File: config.mk
export PLATFORM = sky130hd
export DESIGN_NAME = ticket_deque_with_search
export DESIGN_NICKNAME = d
export VERILOG_FILES = /design/src/rtl/tdq_pkg.sv /design/src/rtl/tdq_datapath.sv /design/src/rtl/tdq_ctrl.sv /design/src/rtl/ticket_deque_with_search.sv
export VERILOG_INCLUDE_DIRS = /design/src /design/src/rtl
export SDC_FILE = /design/constraint.sdc
export NUM_CORES = 1
export LEC_CHECK = 0
export BUFFER_PORTS_ARGS = -buffer_cell sky130_fd_sc_hd__buf_4
export CORE_ASPECT_RATIO = 0.75
export CORE_UTILIZATION = 40
export CTS_BUF_LIST = sky130_fd_sc_hd__clkbuf_2
export DETAILED_ROUTE_END_ITERATION = 10
export SLEW_MARGIN = 30
export SYNTH_ARGS = -nofsm -noshare
export SYNTH_HDL_FRONTEND = slang
export SYNTH_SLANG_ARGS = --single-unit
File: constraint.sdc
create_clock -name clock -period 4.2 [get_ports clock]
set_clock_uncertainty 0.2 [all_clocks]
set_input_delay 0.63 -clock clock [delete_from_list [all_inputs] [get_ports clock]]
set_output_delay 0.63 -clock clock [all_outputs]
set_load 0.02 [all_outputs]
File: src/rtl/ticket_deque_with_search_macros.svh
// ----------------------------------------------------------------------------
// Assertion macros for the ticket deque
// Shared concurrent check forms for the controller and the datapath.
// ----------------------------------------------------------------------------
`ifndef TICKET_DEQUE_WITH_SEARCH_MACROS_SVH
`define TICKET_DEQUE_WITH_SEARCH_MACROS_SVH

// The consequent must hold in the same cycle as the antecedent.
`define TDQ_ASSERT_NOW(label, clk, rst, ante, cons, msg) \
   label: assert property (@(posedge clk) disable iff (rst) (ante) |-> (cons)) \
      else $error(msg);

// The consequent must hold in the cycle after the antecedent.
`define TDQ_ASSERT_NEXT(label, clk, rst, ante, cons, msg) \
   label: assert property (@(posedge clk) disable iff (rst) (ante) |=> (cons)) \
      else $error(msg);

`endif

File: src/rtl/tdq_pkg.sv
// ----------------------------------------------------------------------------
// Ticket deque package
// Sizes, request and result codes, and the controller/datapath interface.
// ----------------------------------------------------------------------------
`timescale 1ns / 1ps

package tdq_pkg;

   localparam int QUEUE_DEPTH = 16;
   localparam int TICKET_BITS = 16;

   localparam int IDX_W = (QUEUE_DEPTH > 1) ? $clog2(QUEUE_DEPTH) : 1;
   localparam int CNT_W = $clog2(QUEUE_DEPTH + 1);

   // Fixed field widths on the ports.
   localparam int OPCODE_W      = 3;
   localparam int TICKET_W      = 16;
   localparam int TIME_W        = 17;
   localparam int STATUS_W      = 2;
   localparam int POS_OUT_W     = 4;
   localparam int COUNT_OUT_W   = 5;
   localparam int REQ_TDATA_W   = 40;
   localparam int REQ_TUSER_W   = 3;
   localparam int RSP_TDATA_W   = 48;
   localparam int RSP_TUSER_W   = 3;

   typedef enum logic [OPCODE_W-1:0] {
      OP_CLEAR     = 3'd0,
      OP_PUSH      = 3'd1,
      OP_POP_HEAD  = 3'd2,
      OP_POP_TAIL  = 3'd3,
      OP_PEEK      = 3'd4,
      OP_SEARCH    = 3'd5
   } opcode_type;

   typedef enum logic [STATUS_W-1:0] {
      ST_OK        = 2'd0,
      ST_EMPTY     = 2'd1,
      ST_FULL      = 2'd2,
      ST_NOT_FOUND = 2'd3
   } status_type;

   // Commands from the controller; at most one is active in a cycle.
   typedef struct packed {
      logic capture;
      logic finish_direct;
      logic fetch_end;
      logic take_entry;
      logic scan_start;
      logic scan_next;
      logic scan_found;
      logic scan_miss;
      logic publish;
   } cmd_type;

   typedef struct packed {
      opcode_type opcode;
      logic       empty;
      logic       scan_match;
      logic       scan_last;
   } stat_type;

endpackage

File: src/rtl/tdq_datapath.sv
// ----------------------------------------------------------------------------
// Ticket deque datapath
// Entry memory, head and fill count, scan position and result registers.
// ----------------------------------------------------------------------------
`timescale 1ns / 1ps
`include "ticket_deque_with_search_macros.svh"

module tdq_datapath (
   input  logic                                clock,
   input  logic                                reset,
   input  tdq_pkg::cmd_type                    cmd,
   output tdq_pkg::stat_type                   stat,
   input  logic [tdq_pkg::OPCODE_W-1:0]        req_opcode,
   input  logic [tdq_pkg::TICKET_W-1:0]        req_ticket,
   input  logic [tdq_pkg::TIME_W-1:0]          req_issue_time,
   output logic [tdq_pkg::STATUS_W-1:0]        rsp_status,
   output logic                                rsp_entry_valid,
   output logic [tdq_pkg::TICKET_W-1:0]        rsp_entry_ticket,
   output logic [tdq_pkg::TIME_W-1:0]          rsp_entry_time,
   output logic [tdq_pkg::POS_OUT_W-1:0]       rsp_entry_position,
   output logic [tdq_pkg::COUNT_OUT_W-1:0]     rsp_fill_count,
   output logic                                rsp_is_empty
);

   localparam int IDX_W   = tdq_pkg::IDX_W;
   localparam int CNT_W   = tdq_pkg::CNT_W;
   localparam int TK_W    = tdq_pkg::TICKET_BITS;
   localparam int TM_W    = tdq_pkg::TIME_W;
   localparam int WORD_W  = TK_W + TM_W;

   // Circular index: base plus an offset of at most the depth, folded once.
   function automatic logic [IDX_W-1:0] slot_add(input logic [IDX_W-1:0] base,
                                                 input logic [CNT_W-1:0] off);
      logic [CNT_W:0] sum;
      sum = (CNT_W + 1)'(base) + (CNT_W + 1)'(off);
      if (sum >= (CNT_W + 1)'(tdq_pkg::QUEUE_DEPTH)) begin
         sum = sum - (CNT_W + 1)'(tdq_pkg::QUEUE_DEPTH);
      end
      return sum[IDX_W-1:0];
   endfunction

   logic [WORD_W-1:0]        mem [tdq_pkg::QUEUE_DEPTH];
   logic [WORD_W-1:0]        rd_ff;
   logic                     mem_we;
   logic                     mem_re;
   logic [IDX_W-1:0]         wr_addr;
   logic [IDX_W-1:0]         rd_addr;

   tdq_pkg::opcode_type      op_ff, op_in;
   logic [TK_W-1:0]          key_ff, key_in;
   logic [TM_W-1:0]          time_ff, time_in;
   logic [IDX_W-1:0]         head_ff, head_in;
   logic [CNT_W-1:0]         count_ff, count_in;
   logic [IDX_W-1:0]         scan_pos_ff, scan_pos_in;

   tdq_pkg::status_type      pend_status_ff, pend_status_in;
   logic                     pend_valid_ff, pend_valid_in;
   logic [TK_W-1:0]          pend_ticket_ff, pend_ticket_in;
   logic [TM_W-1:0]          pend_time_ff, pend_time_in;
   logic [IDX_W-1:0]         pend_pos_ff, pend_pos_in;

   logic [tdq_pkg::STATUS_W-1:0]    out_status_ff, out_status_in;
   logic                            out_valid_ff, out_valid_in;
   logic [tdq_pkg::TICKET_W-1:0]    out_ticket_ff, out_ticket_in;
   logic [tdq_pkg::TIME_W-1:0]      out_time_ff, out_time_in;
   logic [tdq_pkg::POS_OUT_W-1:0]   out_pos_ff, out_pos_in;
   logic [tdq_pkg::COUNT_OUT_W-1:0] out_fill_ff, out_fill_in;
   logic                            out_empty_ff, out_empty_in;

   logic [TK_W-1:0]          rd_ticket;
   logic [TM_W-1:0]          rd_time;
   logic [CNT_W-1:0]         tail_off;
   logic [CNT_W-1:0]         scan_off;
   logic                     is_full;

   assign rd_ticket = rd_ff[TK_W-1:0];
   assign rd_time   = rd_ff[TK_W +: TM_W];
   assign tail_off  = count_ff - 1'b1;
   assign scan_off  = CNT_W'(scan_pos_ff) + 1'b1;
   assign is_full   = (count_ff == CNT_W'(tdq_pkg::QUEUE_DEPTH));
   assign wr_addr   = slot_add(head_ff, count_ff);

   assign stat.opcode     = op_ff;
   assign stat.empty      = (count_ff == '0);
   assign stat.scan_match = (rd_ticket == key_ff);
   assign stat.scan_last  = (CNT_W'(scan_pos_ff) == tail_off);

   always_comb begin
      op_in          = op_ff;
      key_in         = key_ff;
      time_in        = time_ff;
      head_in        = head_ff;
      count_in       = count_ff;
      scan_pos_in    = scan_pos_ff;
      pend_status_in = pend_status_ff;
      pend_valid_in  = pend_valid_ff;
      pend_ticket_in = pend_ticket_ff;
      pend_time_in   = pend_time_ff;
      pend_pos_in    = pend_pos_ff;
      out_status_in  = out_status_ff;
      out_valid_in   = out_valid_ff;
      out_ticket_in  = out_ticket_ff;
      out_time_in    = out_time_ff;
      out_pos_in     = out_pos_ff;
      out_fill_in    = out_fill_ff;
      out_empty_in   = out_empty_ff;
      mem_we         = 1'b0;
      mem_re         = 1'b0;
      rd_addr        = head_ff;

      if (cmd.capture) begin
         op_in   = tdq_pkg::opcode_type'(req_opcode);
         key_in  = TK_W'(req_ticket);
         time_in = req_issue_time;
      end

      // Requests that finish without reading the memory.
      if (cmd.finish_direct) begin
         pend_status_in = tdq_pkg::ST_OK;
         pend_valid_in  = 1'b0;
         pend_ticket_in = '0;
         pend_time_in   = '0;
         pend_pos_in    = '0;
         case (op_ff)
            tdq_pkg::OP_CLEAR: begin
               head_in  = '0;
               count_in = '0;
            end
            tdq_pkg::OP_PUSH: begin
               if (is_full) begin
                  pend_status_in = tdq_pkg::ST_FULL;
               end else begin
                  mem_we   = 1'b1;
                  count_in = count_ff + 1'b1;
               end
            end
            tdq_pkg::OP_POP_HEAD, tdq_pkg::OP_POP_TAIL, tdq_pkg::OP_PEEK: begin
               pend_status_in = tdq_pkg::ST_EMPTY;
            end
            tdq_pkg::OP_SEARCH: begin
               pend_status_in = tdq_pkg::ST_NOT_FOUND;
            end
            default: begin
            end
         endcase
      end

      if (cmd.fetch_end) begin
         mem_re = 1'b1;
         if (op_ff == tdq_pkg::OP_POP_TAIL) begin
            rd_addr     = slot_add(head_ff, tail_off);
            pend_pos_in = tail_off[IDX_W-1:0];
         end else begin
            pend_pos_in = '0;
         end
      end

      if (cmd.take_entry) begin
         pend_status_in = tdq_pkg::ST_OK;
         pend_valid_in  = 1'b1;
         pend_ticket_in = rd_ticket;
         pend_time_in   = rd_time;
         if (op_ff == tdq_pkg::OP_POP_HEAD) begin
            count_in = tail_off;
            head_in  = (tail_off == '0) ? '0 : slot_add(head_ff, CNT_W'(1));
         end else if (op_ff == tdq_pkg::OP_POP_TAIL) begin
            count_in = tail_off;
            if (tail_off == '0) begin
               head_in = '0;
            end
         end
      end

      if (cmd.scan_start) begin
         mem_re      = 1'b1;
         rd_addr     = head_ff;
         scan_pos_in = '0;
      end

      // The next read goes out while the current word is compared.
      if (cmd.scan_next) begin
         mem_re      = 1'b1;
         rd_addr     = slot_add(head_ff, scan_off);
         scan_pos_in = scan_pos_ff + 1'b1;
      end

      if (cmd.scan_found) begin
         pend_status_in = tdq_pkg::ST_OK;
         pend_valid_in  = 1'b1;
         pend_ticket_in = rd_ticket;
         pend_time_in   = rd_time;
         pend_pos_in    = scan_pos_ff;
      end

      if (cmd.scan_miss) begin
         pend_status_in = tdq_pkg::ST_NOT_FOUND;
         pend_valid_in  = 1'b0;
         pend_ticket_in = '0;
         pend_time_in   = '0;
         pend_pos_in    = '0;
      end

      if (cmd.publish) begin
         out_status_in = pend_status_ff;
         out_valid_in  = pend_valid_ff;
         out_ticket_in = tdq_pkg::TICKET_W'(pend_ticket_ff);
         out_time_in   = pend_time_ff;
         out_pos_in    = tdq_pkg::POS_OUT_W'(pend_pos_ff);
         out_fill_in   = tdq_pkg::COUNT_OUT_W'(count_ff);
         out_empty_in  = (count_ff == '0);
      end
   end

   always_ff @(posedge clock) begin
      if (mem_we) begin
         mem[wr_addr] <= {time_ff, key_ff};
      end
      if (mem_re) begin
         rd_ff <= mem[rd_addr];
      end
   end

   always_ff @(posedge clock) begin
      if (reset) begin
         head_ff  <= '0;
         count_ff <= '0;
      end else begin
         head_ff  <= head_in;
         count_ff <= count_in;
      end
   end

   always_ff @(posedge clock) begin
      op_ff          <= op_in;
      key_ff         <= key_in;
      time_ff        <= time_in;
      scan_pos_ff    <= scan_pos_in;
      pend_status_ff <= pend_status_in;
      pend_valid_ff  <= pend_valid_in;
      pend_ticket_ff <= pend_ticket_in;
      pend_time_ff   <= pend_time_in;
      pend_pos_ff    <= pend_pos_in;
      out_status_ff  <= out_status_in;
      out_valid_ff   <= out_valid_in;
      out_ticket_ff  <= out_ticket_in;
      out_time_ff    <= out_time_in;
      out_pos_ff     <= out_pos_in;
      out_fill_ff    <= out_fill_in;
      out_empty_ff   <= out_empty_in;
   end

   assign rsp_status         = out_status_ff;
   assign rsp_entry_valid    = out_valid_ff;
   assign rsp_entry_ticket   = out_ticket_ff;
   assign rsp_entry_time     = out_time_ff;
   assign rsp_entry_position = out_pos_ff;
   assign rsp_fill_count     = out_fill_ff;
   assign rsp_is_empty       = out_empty_ff;

   `TDQ_ASSERT_NOW(a_count_bound, clock, reset, 1'b1, count_ff <= CNT_W'(tdq_pkg::QUEUE_DEPTH), "fill count above depth")
   `TDQ_ASSERT_NOW(a_head_home, clock, reset, count_ff == '0, head_ff == '0, "empty queue with head off slot zero")
   `TDQ_ASSERT_NOW(a_scan_bound, clock, reset, cmd.scan_next, CNT_W'(scan_pos_ff) < tail_off, "scan read past the tail")

endmodule

File: src/rtl/tdq_ctrl.sv
// ----------------------------------------------------------------------------
// Ticket deque controller
// Sequences one request through decode, memory read or scan, and result.
// ----------------------------------------------------------------------------
`timescale 1ns / 1ps
`include "ticket_deque_with_search_macros.svh"

module tdq_ctrl (
   input  logic               clock,
   input  logic               reset,
   input  logic               req_tvalid,
   output logic               req_tready,
   output logic               rsp_tvalid,
   input  logic               rsp_tready,
   input  tdq_pkg::stat_type  stat,
   output tdq_pkg::cmd_type   cmd
);

   typedef enum logic [2:0] {
      ST_IDLE,
      ST_DECODE,
      ST_FETCH,
      ST_SCAN,
      ST_DONE
   } state_type;

   state_type state_ff, state_in;
   logic      rsp_valid_ff, rsp_valid_in;
   logic      slot_free;

   assign slot_free  = !rsp_valid_ff || rsp_tready;
   assign req_tready = (state_ff == ST_IDLE);
   assign rsp_tvalid = rsp_valid_ff;

   always_comb begin
      state_in = state_ff;
      cmd      = '0;
      case (state_ff)
         ST_IDLE: begin
            if (req_tvalid) begin
               cmd.capture = 1'b1;
               state_in    = ST_DECODE;
            end
         end
         ST_DECODE: begin
            case (stat.opcode)
               tdq_pkg::OP_POP_HEAD, tdq_pkg::OP_POP_TAIL, tdq_pkg::OP_PEEK: begin
                  if (stat.empty) begin
                     cmd.finish_direct = 1'b1;
                     state_in          = ST_DONE;
                  end else begin
                     cmd.fetch_end = 1'b1;
                     state_in      = ST_FETCH;
                  end
               end
               tdq_pkg::OP_SEARCH: begin
                  if (stat.empty) begin
                     cmd.finish_direct = 1'b1;
                     state_in          = ST_DONE;
                  end else begin
                     cmd.scan_start = 1'b1;
                     state_in       = ST_SCAN;
                  end
               end
               default: begin
                  cmd.finish_direct = 1'b1;
                  state_in          = ST_DONE;
               end
            endcase
         end
         ST_FETCH: begin
            cmd.take_entry = 1'b1;
            state_in       = ST_DONE;
         end
         ST_SCAN: begin
            if (stat.scan_match) begin
               cmd.scan_found = 1'b1;
               state_in       = ST_DONE;
            end else if (stat.scan_last) begin
               cmd.scan_miss = 1'b1;
               state_in      = ST_DONE;
            end else begin
               cmd.scan_next = 1'b1;
            end
         end
         ST_DONE: begin
            // Wait here until the result register is free or being emptied.
            if (slot_free) begin
               cmd.publish = 1'b1;
               state_in    = ST_IDLE;
            end
         end
         default: begin
            state_in = ST_IDLE;
         end
      endcase

      if (cmd.publish) begin
         rsp_valid_in = 1'b1;
      end else if (rsp_tready) begin
         rsp_valid_in = 1'b0;
      end else begin
         rsp_valid_in = rsp_valid_ff;
      end
   end

   always_ff @(posedge clock) begin
      if (reset) begin
         state_ff     <= ST_IDLE;
         rsp_valid_ff <= 1'b0;
      end else begin
         state_ff     <= state_in;
         rsp_valid_ff <= rsp_valid_in;
      end
   end

   `TDQ_ASSERT_NOW(a_cmd_single, clock, reset, 1'b1, $onehot0(cmd), "more than one datapath command")
   `TDQ_ASSERT_NEXT(a_accept_decode, clock, reset, req_tvalid && req_tready, state_ff == ST_DECODE, "accepted request not decoded")
   `TDQ_ASSERT_NEXT(a_publish_shows, clock, reset, cmd.publish, rsp_valid_ff && state_ff == ST_IDLE, "published result not presented")

endmodule

File: src/rtl/ticket_deque_with_search.sv
// ----------------------------------------------------------------------------
// Ticket deque with search
// Bounded double-ended queue of service tickets with head-to-tail search.
// ----------------------------------------------------------------------------
// Each request takes one result. Clear, push, unused opcodes and any request
// on an empty queue go from decode straight to the result; pop head, pop
// tail and peek pass through a fetch state; a search reads from the head
// until it hits or reaches the last entry. A new request is taken only once
// the last result has moved to the output register. The entry memory has a
// registered read, which the search walks one entry per cycle while the next
// read is already out. A finished result waits in the output register while
// the next request is worked on.
`timescale 1ns / 1ps

module ticket_deque_with_search (
   input  logic                                clock,
   input  logic                                reset,
   input  logic                                req_tvalid,
   output logic                                req_tready,
   // [15:0] ticket, [32:16] issue_time, [39:33] zero
   input  logic [tdq_pkg::REQ_TDATA_W-1:0]     req_tdata,
   // [2:0] opcode
   input  logic [tdq_pkg::REQ_TUSER_W-1:0]     req_tuser,
   output logic                                rsp_tvalid,
   input  logic                                rsp_tready,
   // [15:0] entry_ticket, [32:16] entry_time, [36:33] entry_position,
   // [41:37] fill_count, [42] is_empty, [47:43] zero
   output logic [tdq_pkg::RSP_TDATA_W-1:0]     rsp_tdata,
   // [1:0] status, [2] entry_valid
   output logic [tdq_pkg::RSP_TUSER_W-1:0]     rsp_tuser
);

   tdq_pkg::cmd_type                 cmd;
   tdq_pkg::stat_type                stat;
   logic [tdq_pkg::STATUS_W-1:0]     rsp_status;
   logic                             rsp_entry_valid;
   logic [tdq_pkg::TICKET_W-1:0]     rsp_entry_ticket;
   logic [tdq_pkg::TIME_W-1:0]       rsp_entry_time;
   logic [tdq_pkg::POS_OUT_W-1:0]    rsp_entry_position;
   logic [tdq_pkg::COUNT_OUT_W-1:0]  rsp_fill_count;
   logic                             rsp_is_empty;

   tdq_ctrl u_ctrl (
      .clock      (clock),
      .reset      (reset),
      .req_tvalid (req_tvalid),
      .req_tready (req_tready),
      .rsp_tvalid (rsp_tvalid),
      .rsp_tready (rsp_tready),
      .stat       (stat),
      .cmd        (cmd)
   );

   tdq_datapath u_datapath (
      .clock              (clock),
      .reset              (reset),
      .cmd                (cmd),
      .stat               (stat),
      .req_opcode         (req_tuser[2:0]),
      .req_ticket         (req_tdata[15:0]),
      .req_issue_time     (req_tdata[32:16]),
      .rsp_status         (rsp_status),
      .rsp_entry_valid    (rsp_entry_valid),
      .rsp_entry_ticket   (rsp_entry_ticket),
      .rsp_entry_time     (rsp_entry_time),
      .rsp_entry_position (rsp_entry_position),
      .rsp_fill_count     (rsp_fill_count),
      .rsp_is_empty       (rsp_is_empty)
   );

   assign rsp_tdata = {5'd0, rsp_is_empty, rsp_fill_count, rsp_entry_position,
                       rsp_entry_time, rsp_entry_ticket};
   assign rsp_tuser = {rsp_entry_valid, rsp_status};

endmodule

; ---- Word-level counts from Yosys, hierarchy flattened
; Memory sizes are Yosys's and may differ from the RTL's. A register that Yosys moved wholly into a read port is not among the register bits.
; Cells that the tools add are included.
[totals]
reg_bits = 139
latch_bits = 0
ramBits = 528
romBits = 0
word_cells = 142
mem_count = 1
[classes]
add_sub_neg = 12
n_mul = 0
div = 0
magnitude_cmp = 4
eq_ne = 15
shift = 0
muxes = 77
n_bitwise = 0
reduce_logical = 13
[memory_table]
columns = memory, depth, word_bits, rd, rd_ports_with_merged_regs, wr, line_no
row1 = u_datapath.mem, 16, 33, 1, 1, 1, tdq_datapath.sv:42  ; logic [WORD_W-1:0] mem [tdq_pkg::QUEUE_DEPTH];
[ops]
columns = cell, count
row1 = $mux 4, 21
row2 = $mux 17, 3
row3 = $mux 16, 3
row4 = $mux 1, 29
row5 = $mux 5, 5
row6 = $mux 3, 7
row7 = $add 4x5->6, 3
row8 = $ge 6x5->1 const B, 3
row9 = $eq 16x16->1, 1
row10 = $sub 4x1->4 const B, 4
row11 = $pmux 3 s5, 1
row12 = $eq 3x2->1 const B, 4
row13 = $add 4x1->5 const B, 2
row14 = $logic_not 5->1, 2
row15 = $mux 2, 5
row16 = $pmux 5 s2, 1
row17 = $eq 3x3->1 const B, 3
row18 = $eq 3x1->1 const B, 2
row19 = $logic_not 3->1, 2
row20 = $pmux 2 s3, 1
row21 = $pmux 3 s2, 1
row22 = $reduce_bool 3->1, 2
row23 = $add 5x1->5 const B, 1
row24 = $eq 4x5->1, 1
row25 = 13 further kinds, 14

; ---- Longest topological paths before layout
; Gate-level depths: netlist of the first run.
[logic_depth]
word_depth = 9
mapped_depth = 13

; ---- Cells and area by module
; Synthesis of the first run repeated with hierarchy kept, for this count alone.
[hier_totals]
cells_unflattened = 1860
hier_area_um2 = 28303.4
[modules_own_cells]
columns = mod, instances, cells_each, area_each_um2, seq_area_each_um2
row1 = tdq_datapath, 1, 1813, 27903.0, 20409.6
row2 = tdq_ctrl, 1, 39, 344.1, 80.1
row3 = ticket_deque_with_search, 1, 8, 56.3, 0.0

; ---- Worst setup path after synthesis of the first run
; No wires, ideal clock.
[synth_path]
kind = register to register
startpoint = register u_datapath.count_ff[0]
endpoint = register u_datapath.rd_ff[0] (read register of u_datapath.mem), enable pin
setup_ns = 0.475
t_arrival_ns = 3.708
required_time_ns = 3.525
setup_slack_ns = -0.182
stages_incl_launch_ff = 6
path_buffers = 0
synth_period_minus_slack_ns = 4.382
path_cell_list = dfxtp_1 > inv_1 > ha_1 > or4b_4 > inv_2 > o31ai_1
[synth_rtl]
columns = element, line_no
row1 = from (decl), tdq_datapath.sv:53  ; logic [CNT_W-1:0] count_ff, count_in;
row2 = from (signal assigned), tdq_datapath.sv:229  ; count_ff <= count_in;
row3 = to (decl), tdq_datapath.sv:43  ; logic [WORD_W-1:0] rd_ff;

; ---- Worst setup path in the final report of the first run
[layout_path]
startpoint = register u_datapath.count_ff[0]
endpoint = register u_datapath.rd_ff[11] (read register of u_datapath.mem) (data pin)
[layout_between]
elab_chain_cells = 8
elab_cells_between_ends = 22
classes_between = add/sub (3) / order compare (1) / eq/ne (1) / mux (16) / reduce/logical (1)
[layout_lines]
columns = element, line_no
row1 = $sub 5x1->5, tdq_datapath.sv:78  ; assign tail_off = count_ff - 1'b1;
row2 = $add 4x5->6, tdq_datapath.sv:35  ; sum = (CNT_W + 1)'(base) + (CNT_W + 1)'(off);
row3 = $ge 6x5->1 or $sub 4x1->4 (tied branches), "tdq_datapath.sv:36, tdq_datapath.sv:37"
row4 = $mux 4, tdq_datapath.sv:36  ; if (sum >= (CNT_W + 1)'(tdq_pkg::QUEUE_DEPTH)) begin
row5 = $mux 4, tdq_datapath.sv:150  ; if (op_ff == tdq_pkg::OP_POP_TAIL) begin
row6 = $mux 4, tdq_datapath.sv:148  ; if (cmd.fetch_end) begin
row7 = $mux 4, tdq_datapath.sv:174  ; if (cmd.scan_start) begin
row8 = $mux 4, tdq_datapath.sv:181  ; if (cmd.scan_next) begin
; Parallel ways exist; a longest one is shown, timed or not.
; A chain may end at the register's enable or synchronous reset.

==> run_results.csv, run 1 <==
group,metric,value,unit
timing,hold-worst-slack,0.1657,ns
critical_path,worst-path-max-fanout,16,
critical_path,critPathKind,"reg2reg",
clock_tree,cts_max_level,4,
detailed_routing,dr.pass1.iters,6,
logic_synthesis,synth_top_area_share,70.30,%
place,portBuffers,87,
grt,grt_pass1_wl,107600,um
power,power_density,381.8,nW/um^2
clock_tree,clock_latency,1.39,ns
grt,grtUsageTotal,20.76,%
timing,period_minus_slack,3.746,ns
clock_tree,cts_resized,0,
critical_path,max_stage_delay,0.66,ns
logic_synthesis,ys_seq_area_share,74.14,%
critical_path,cp_cell_sequence,"inv_1 -> ha_1 -> xor2_2 -> ha_1 -> a21oi_1 -> xor2_1 -> nand2_1 -> a21boi_1 -> o21ai_4 -> buf_4 -> a221o_1 -> nand4_1",
floorplan,start_util,40.44,%
detailed_routing,drc_errors,0,
worst_hold_path,hold_class,"reg2reg",
logic_synthesis,yosysUniqueCellTypes,66,
outcome,status,"finished, final reports clean",
timing,setup_tns,0,ns
critical_path,critical_path.slowest_cell,"a21boi_1",
timing,slew_viol_final,0,
detailed_routing,antenna_left,0,
logic_synthesis,synthFlopType,"edfxtp_1",
floorplan,die_y,229.6,um
cells_and_area,layout.cells.non_filler,3220,
cells_and_area,area.growth.synth_to_final,17.40,%
floorplan,core_area,68330,um^2
detailed_routing,vias,18000,
timing,fmax,266.9,MHz
place,place_congestion,0.8110,
floorplan,die-width,305.5,um
critical_path,required,5.14,ns
place,post-place-cells,2846,
clock_tree,cts_setup_buffers,0,
power,fin_total_pwr,12.39,mW
timing,setup_violations,0,
floorplan,design.die.area,70160,um^2
timing,relSlewSlack,40.75,%
power,static-leakage-power,11.27,nW
critical_path,crit_family,"compound AO/OA/AOI/OAI gates",
floorplan,fp-row-count,83,
timing,period_share,89.19,%
critical_path,endpoint_kind,"flip-flop",
logic_synthesis,syn_area_per_cell,14.42,um^2
critical_path,start_kind,"flip-flop",
timing,hold_violations,0,
logic_synthesis,ys_seq_elements,700,
logic_synthesis,yosys-top-cells-area,"edfxtp_1 (70%), nand3_1 (4.8%), dfxtp_1 (3.8%)",
logic_synthesis,yosysMostFrequentCell,"edfxtp_1",
critical_path,path_buf_inv,2,
clock_tree,cts_buffers,167,
detailed_routing,wl,72440,um
grt,grt_overflow,0,
logic_synthesis,synth_area,27640,um^2
power,ir_drop,0.2791,mV
logic_synthesis,ys_warn_count,0,
clock_tree,cts.sinks,700,
clock_tree,root_buffer,"clkbuf_2",
grt,grt_antenna_before_repair,2,
logic_synthesis,yosys-top-cells-count,"edfxtp_1 (647), nand3_1 (265), a21oi_1 (153)",
logic_synthesis,synth_edf_count,647,
place,hpwl,40100,um
clock_tree,cts_tree,"built",
timing,max_slew.worst_pin.slew,0.8887,ns
logic_synthesis,yosysTopAreaCell,"edfxtp_1",
floorplan,io_pins,100,
cells_and_area,layout.nets,2267,
logic_synthesis,netlist_instances,1916,
grt,grt_max_degree,97,
cells_and_area,layout-drive-gt1-share,21.29,%
critical_path,crit_top_cell,"ha_1",
critical_path,critical_path_arrival,4.68,ns
clock_tree,cts.reportedPaths.clkPinSlew,0.11,ns
grt,grt_pass1_vias,17610,
detailed_routing,vias_per_cell,5.589,
detailed_routing,wire_per_inst,22.50,um
clock_tree,cts_buffer_depth,3,
timing,rsz0062_at_grt,"false",
flow_run,max-cap-violations,0,
detailed_routing,drt-initial-drc-count,1882,
logic_synthesis,synthArstFlopShare,0,%
## cells in the final DEF (no fill, tap or decap), types with 9 or more instances in the layout
master,instances
dfxtp_1,53
nor2_1,27
xor2_1,20
a221o_1,67
mux2i_1,35
a21oi_1,152
o21ai_0,101
dlygate4sd3_1,78
clkinv_1,29
nand4_1,36
buf_4,138
o211ai_1,32
nand2_1,150
mux2_1,22
clkbuf_2,244
edfxtp_1,647
buf_12,35
nor3_1,9
xnor2_1,11
ha_1,16
nand3_1,264
mux2_2,12
inv_1,17
nor2_4,17
## timing repair
item | CTS | global route
hold buffers | 78 | 0
hold endpoints to repair | 69 | 0
endpoints found under the setup margin | 0 | 0
## worst reg2reg max path, delay by kind of cell (launching register included)
family,cells,cell delay [ns]
AOI/OAI and AO/OA,4,1.28
adders and majority gates,2,0.64
xor gates and xnor gates,2,0.52
buffers and inverters,2,0.40
DFF,1,0.33
and+or+nand+nor,2,0.18
## registers in the layout, summed over array words and instances, names as in the netlist, 2 cells and up
register,count
u_datapath.mem,528
u_datapath.rd_ff,33
u_datapath.pend_time_ff,17
u_datapath.rsp_entry_time,17
u_datapath.time_ff,17
u_datapath.key_ff,16
u_datapath.pend_ticket_ff,16
u_datapath.rsp_entry_ticket,16
u_datapath.count_ff,5
u_datapath.rsp_fill_count,5
u_datapath.head_ff,4
u_datapath.pend_pos_ff,4
u_datapath.rsp_entry_position,4
u_datapath.scan_pos_ff,4
u_ctrl.state_ff,3
u_datapath.op_ff,3
u_datapath.pend_status_ff,2
u_datapath.rsp_status,2
## worst paths after layout
kind | start | endpoint | slack [ns] | cells past startpoint
hold reg to reg | u_datapath.pend_ticket_ff[11] | u_datapath.rsp_entry_ticket[11] | 0.17 | 0
hold / removal | u_datapath.pend_ticket_ff[11] | u_datapath.rsp_entry_ticket[11] | 0.17 | 0
setup reg to reg | u_datapath.count_ff[0] | u_datapath.rd_ff[11] | 0.45 | 12
setup / recovery | u_datapath.count_ff[0] | u_datapath.rd_ff[11] | 0.45 | 12
## where the power goes
group	internal [mW]	leakage (nW)	switching, mW	total [mW]
clock	1.70	1.14	2.72	4.42
combinational	0.113	3.85	0.126	0.238
sequential	7.65	6.28	0.0807	7.73
total	9.46	11.3	2.93	12.4
## metrics by stage
step / cell area (um^2) / setup WS [ns] / util [%]
global placement: 30120 / 0.4553 / 44.08
global route: 32450 / 0.2266 / 47.48
detailed placement: 30120 / 0.3889 / 44.08
CTS: 32420 / 0.3774 / 47.44
finish: 32450 / 0.4538 / 47.48
floorplan: 27660 / 0.1501 / -
## logic make-up (layout without fill, tap and decap cells)
kind of cell	Yosys count	in the layout	synth area share [%]
adder cells (fa/ha/maj)	19	19	0.9417
AND/OR/NAND/NOR	547	547	9.643
multiplexers	71	71	2.730
flip-flops	700	700	74.14
other	1	8	0.01357
buffers and inverters	157	562	2.495
XOR/XNOR	33	33	1.123
AO/OA/AOI/OAI	388	388	8.914
## cell type report
class                           count  area, um^2
Inverter                           18       67.56
Fill cell                        5972       35890
Timing Repair Buffer              251        2517
Multi-Input combinational cell   1063        6734
Clock buffer                      244        1221
Clock inverter                     49       292.8
Antenna cell                        3       7.507
Tap cell                          892        1116
Sequential cell                   700       20490
## routing by layer
| metal | vias up | GRT usage (%) | part of all wire [%] |
|---|---|---|---|
| li1 | 8090 | - | - |
| met1 | 8917 | 29.97 | 45 |
| met2 | 857 | 30.31 | 44 |
| met3 | 133 | 4.895 | 9.0 |
| met4 | 0 | 7.820 | 2.1 |
| met5 | - | 0 | 0 |
Power figures use the tool's default switching activity.
==> run 2: changes to the inputs <==
--- a/config.mk
+++ b/config.mk
@@ -14,4 +14,5 @@
 export SLEW_MARGIN = 30
 export SYNTH_ARGS = -nofsm -noshare
 export SYNTH_HDL_FRONTEND = slang
+export SYNTH_HIERARCHICAL = 1
 export SYNTH_SLANG_ARGS = --single-unit
==> run_results.csv, run 2 <==
group,metric,value,unit
clock_tree,root_buffer,"clkbuf_2",
critical_path,crit_top_cell,"buf_12",
floorplan,io_pins,100,
timing,relSlewSlack,37.20,%
detailed_routing,dr.pass1.iters,5,
flow_run,max-cap-violations,0,
clock_tree,cts.sinks,700,
cells_and_area,layout-drive-gt1-share,28.06,%
detailed_routing,drc_errors,0,
floorplan,design.die.area,71840,um^2
detailed_routing,antenna_left,0,
critical_path,r2r_start,"u_datapath/key_ff[4]",
logic_synthesis,syn_area_per_cell,15.22,um^2
critical_path,timing.reg2reg.setup_slack,0.10,ns
worst_hold_path,min_from,"req_tvalid",
cells_and_area,area.growth.synth_to_final,21.70,%
logic_synthesis,synth_top_family_by_area,"simple AND/OR/NAND/NOR gates",
critical_path,required,5.24,ns
clock_tree,clock_latency,1.39,ns
logic_synthesis,ys_seq_elements,700,
timing,hold_violations,0,
logic_synthesis,yosysTopAreaCell,"edfxtp_1",
detailed_routing,vias,18680,
timing,period_minus_slack,4.097,ns
detailed_routing,wl,79910,um
grt,grt_antenna_before_repair,3,
timing,hold-worst-slack,0.1491,ns
clock_tree,cts_buffers,165,
worst_hold_path,whs_path_depth,5,
detailed_routing,wire_per_inst,24.56,um
clock_tree,cts_max_level,4,
grt,grt_pass1_wl,114600,um
outcome,status,"finished, final reports clean",
logic_synthesis,synthMuxAreaShare,1.348,%
cells_and_area,final_cell_mix,"edfxtp_1 (647), and3_1 (265), clkbuf_2 (243)",
critical_path,endpoint_kind,"flip-flop",
logic_synthesis,synth-simple-area-share,11.10,%
grt,grtUsageTotal,21.69,%
logic_synthesis,yosysUniqueCellTypes,65,
cells_and_area,largest_register,"u_datapath/mem",
worst_hold_path,worstHoldEndpoint,"u_ctrl/state_ff[0]",
grt,grt_pass1_vias,18160,
logic_synthesis,ys_warn_count,6,
logic_synthesis,synthAdderAreaFrac,0.9195,%
timing,rsz0062_at_grt,"true",
logic_synthesis,yosys-top-cells-count,"edfxtp_1 (647), a2111oi_0 (265), and3_1 (265)",
logic_synthesis,synth_top_area_share,68.64,%
clock_tree,cts_buffer_depth,3,
critical_path,cp_cell_sequence,"xnor2_1 -> nand4_1 -> nor4_2 -> buf_4 -> or3_4 -> inv_2 -> or2_1 -> o31a_4 -> buf_12 -> nand2_4 -> buf_12 -> buf_12 -> a2111oi_0 -> nor4_1 -> mux2_2",
critical_path,critPathKind,"reg2reg",
cells_and_area,layout.cells.non_filler,3254,
critical_path,start_kind,"flip-flop",
floorplan,die_y,232.4,um
critical_path,worst-path-max-fanout,23,
place,hpwl,42120,um
logic_synthesis,synth_edf_count,647,
logic_synthesis,synthXorXnorAreaFrac,1.110,%
timing,slew_viol_final,0,
timing,setup_violations,0,
logic_synthesis,synth_compound_area_share,10.19,%
logic_synthesis,yosysMostFrequentCell,"edfxtp_1",
critical_path,max_stage_delay,0.58,ns
floorplan,core_area,70000,um^2
power,power_density,372.4,nW/um^2
place,place_congestion,0.8236,
cells_and_area,fin_util,49.21,%
place,portBuffers,87,
logic_synthesis,synth_area,28300,um^2
critical_path,r2r-end,"u_datapath/rd_ff[16]",
critical_path,ff2ff_path_depth,15,
worst_hold_path,hold_class,"in2reg",
logic_synthesis,synthFlopType,"edfxtp_1",
logic_synthesis,yosys-top-cells-area,"edfxtp_1 (69%), a2111oi_0 (8.2%), and3_1 (5.9%)",
timing,fmax,244.1,MHz
timing,period_share,97.54,%
grt,grt_overflow,0,
logic_synthesis,ys_seq_area_share,72.39,%
cells_and_area,largest_register_ffs,528,
floorplan,die-width,309.2,um
cells_and_area,layout_commonest_cell,"edfxtp_1",
power,static-leakage-power,11.62,nW
detailed_routing,vias_per_cell,5.739,
logic_synthesis,netlist_instances,1860,
timing,setup_tns,0,ns
clock_tree,cts.reportedPaths.clkPinSlew,0.11,ns
detailed_routing,drt-initial-drc-count,1948,
cells_and_area,layout.nets,2241,
critical_path,critical_path_arrival,5.13,ns
power,fin_total_pwr,12.83,mW
timing,max_slew.worst_pin.slew,0.9420,ns
power,ir_drop,0.2674,mV
grt,grt_max_degree,137,
cells_and_area,reg_top3,"u_datapath/mem: 528 flops, u_datapath/rd_ff: 33 flops",
place,post-place-cells,2867,
floorplan,fp-row-count,84,
logic_synthesis,synthArstFlopShare,0,%
clock_tree,cts_tree,"built",
critical_path,critical_path.slowest_cell,"edfxtp_1",
floorplan,start_util,40.44,%
## run 2: changes by cell type after synthesis, moves of 64 or more
cell       previous run  this run
a21oi_1             153        45
nor4_1                4        68
nand3_1             265         8
and3_1                3       265
nand2_1             150        54
a221o_1              67         0
a2111oi_0             1       265
o21ai_0             102         8
## run 2: area by class of cell
class / instances / area [um^2]
diodes: 6 / 15.01
clock buffers: 243 / 1216
clock inverters: 51 / 331.6
fillers: 6083 / 35550
inverters: 15 / 56.30
multi-input cells: 972 / 7860
flip-flops and latches: 700 / 20490
well taps: 946 / 1184
repair buffers: 321 / 3293
## run 2: worst max path at each step
stage          cells after the start              endpoint  slack (ns)                    from
6_report                          15  u_datapath/rd_ff[16]        0.10    u_datapath/key_ff[4]
5_1_grt                           16  u_datapath/rd_ff[14]       -0.10  u_datapath/count_ff[0]
4_1_cts                           13   u_datapath/rd_ff[5]       0.001    u_datapath/key_ff[1]
3_5_place_dp                      14  u_datapath/rd_ff[12]       -0.16    u_datapath/key_ff[1]
3_3_place_gp                      14  u_datapath/rd_ff[17]       -0.09    u_datapath/key_ff[1]
2_1_floorplan                     10  u_datapath/mem[2][0]       -0.20  u_datapath/count_ff[0]
## run 2: routing by layer
layer	wire length [um]	track usage [%]	vias up
met3	8335	6.233	118
met2	34700	31.21	890
li1	-	-	8368
met1	35450	31.16	9300
met5	0	0	-
met4	1425	7.627	0
## run 2: logic make-up (layout without fill, tap and decap cells)
| family | after synthesis | count (layout) |
|---|---|---|
| flip-flops | 700 | 700 |
| adder cells (fa/ha/maj) | 19 | 19 |
| other | 1 | 11 |
| XOR/XNOR | 35 | 35 |
| AO/OA/AOI/OAI | 354 | 354 |
| AND/OR/NAND/NOR | 525 | 525 |
| multiplexers | 34 | 34 |
| buffers and inverters | 192 | 630 |
## run 2: power by group
| group | internal (mW) | switching, mW | leakage [nW] |
|---|---|---|---|
| clock network | 1.85 | 2.72 | 1.17 |
| registers | 7.74 | 0.112 | 6.27 |
| logic | 0.191 | 0.225 | 4.17 |
| total | 9.78 | 3.05 | 11.6 |
## run 2: per-stage QoR
stage	setup WS [ns]	cell area (um^2)
2_1_floorplan	-0.2016	28330
4_1_cts	0.0009601	33600
3_3_place_gp	-0.09268	31230
3_5_place_dp	-0.1648	31260
6_report	0.1035	34450
5_1_grt	-0.1009	34440
## run 2: what timing repair did
action / CTS / global route
cloned: 0 / 4
hold endpoints to repair: 131 / 0
hold buffers: 77 / 0
pin swaps: 0 / 4
buffers inserted: 1 / 5
gates resized for setup: 8 / 239
setup endpoints to repair: 32 / 33
## run 2: critical path, delay by kind of cell (launching register included)
family / cells / cell delay [ns]
simple gates: 6 / 1.45
buf+inv: 5 / 0.80
flops: 1 / 0.58
compound gates: 2 / 0.43
mux: 1 / 0.25
xor+xnor: 1 / 0.21
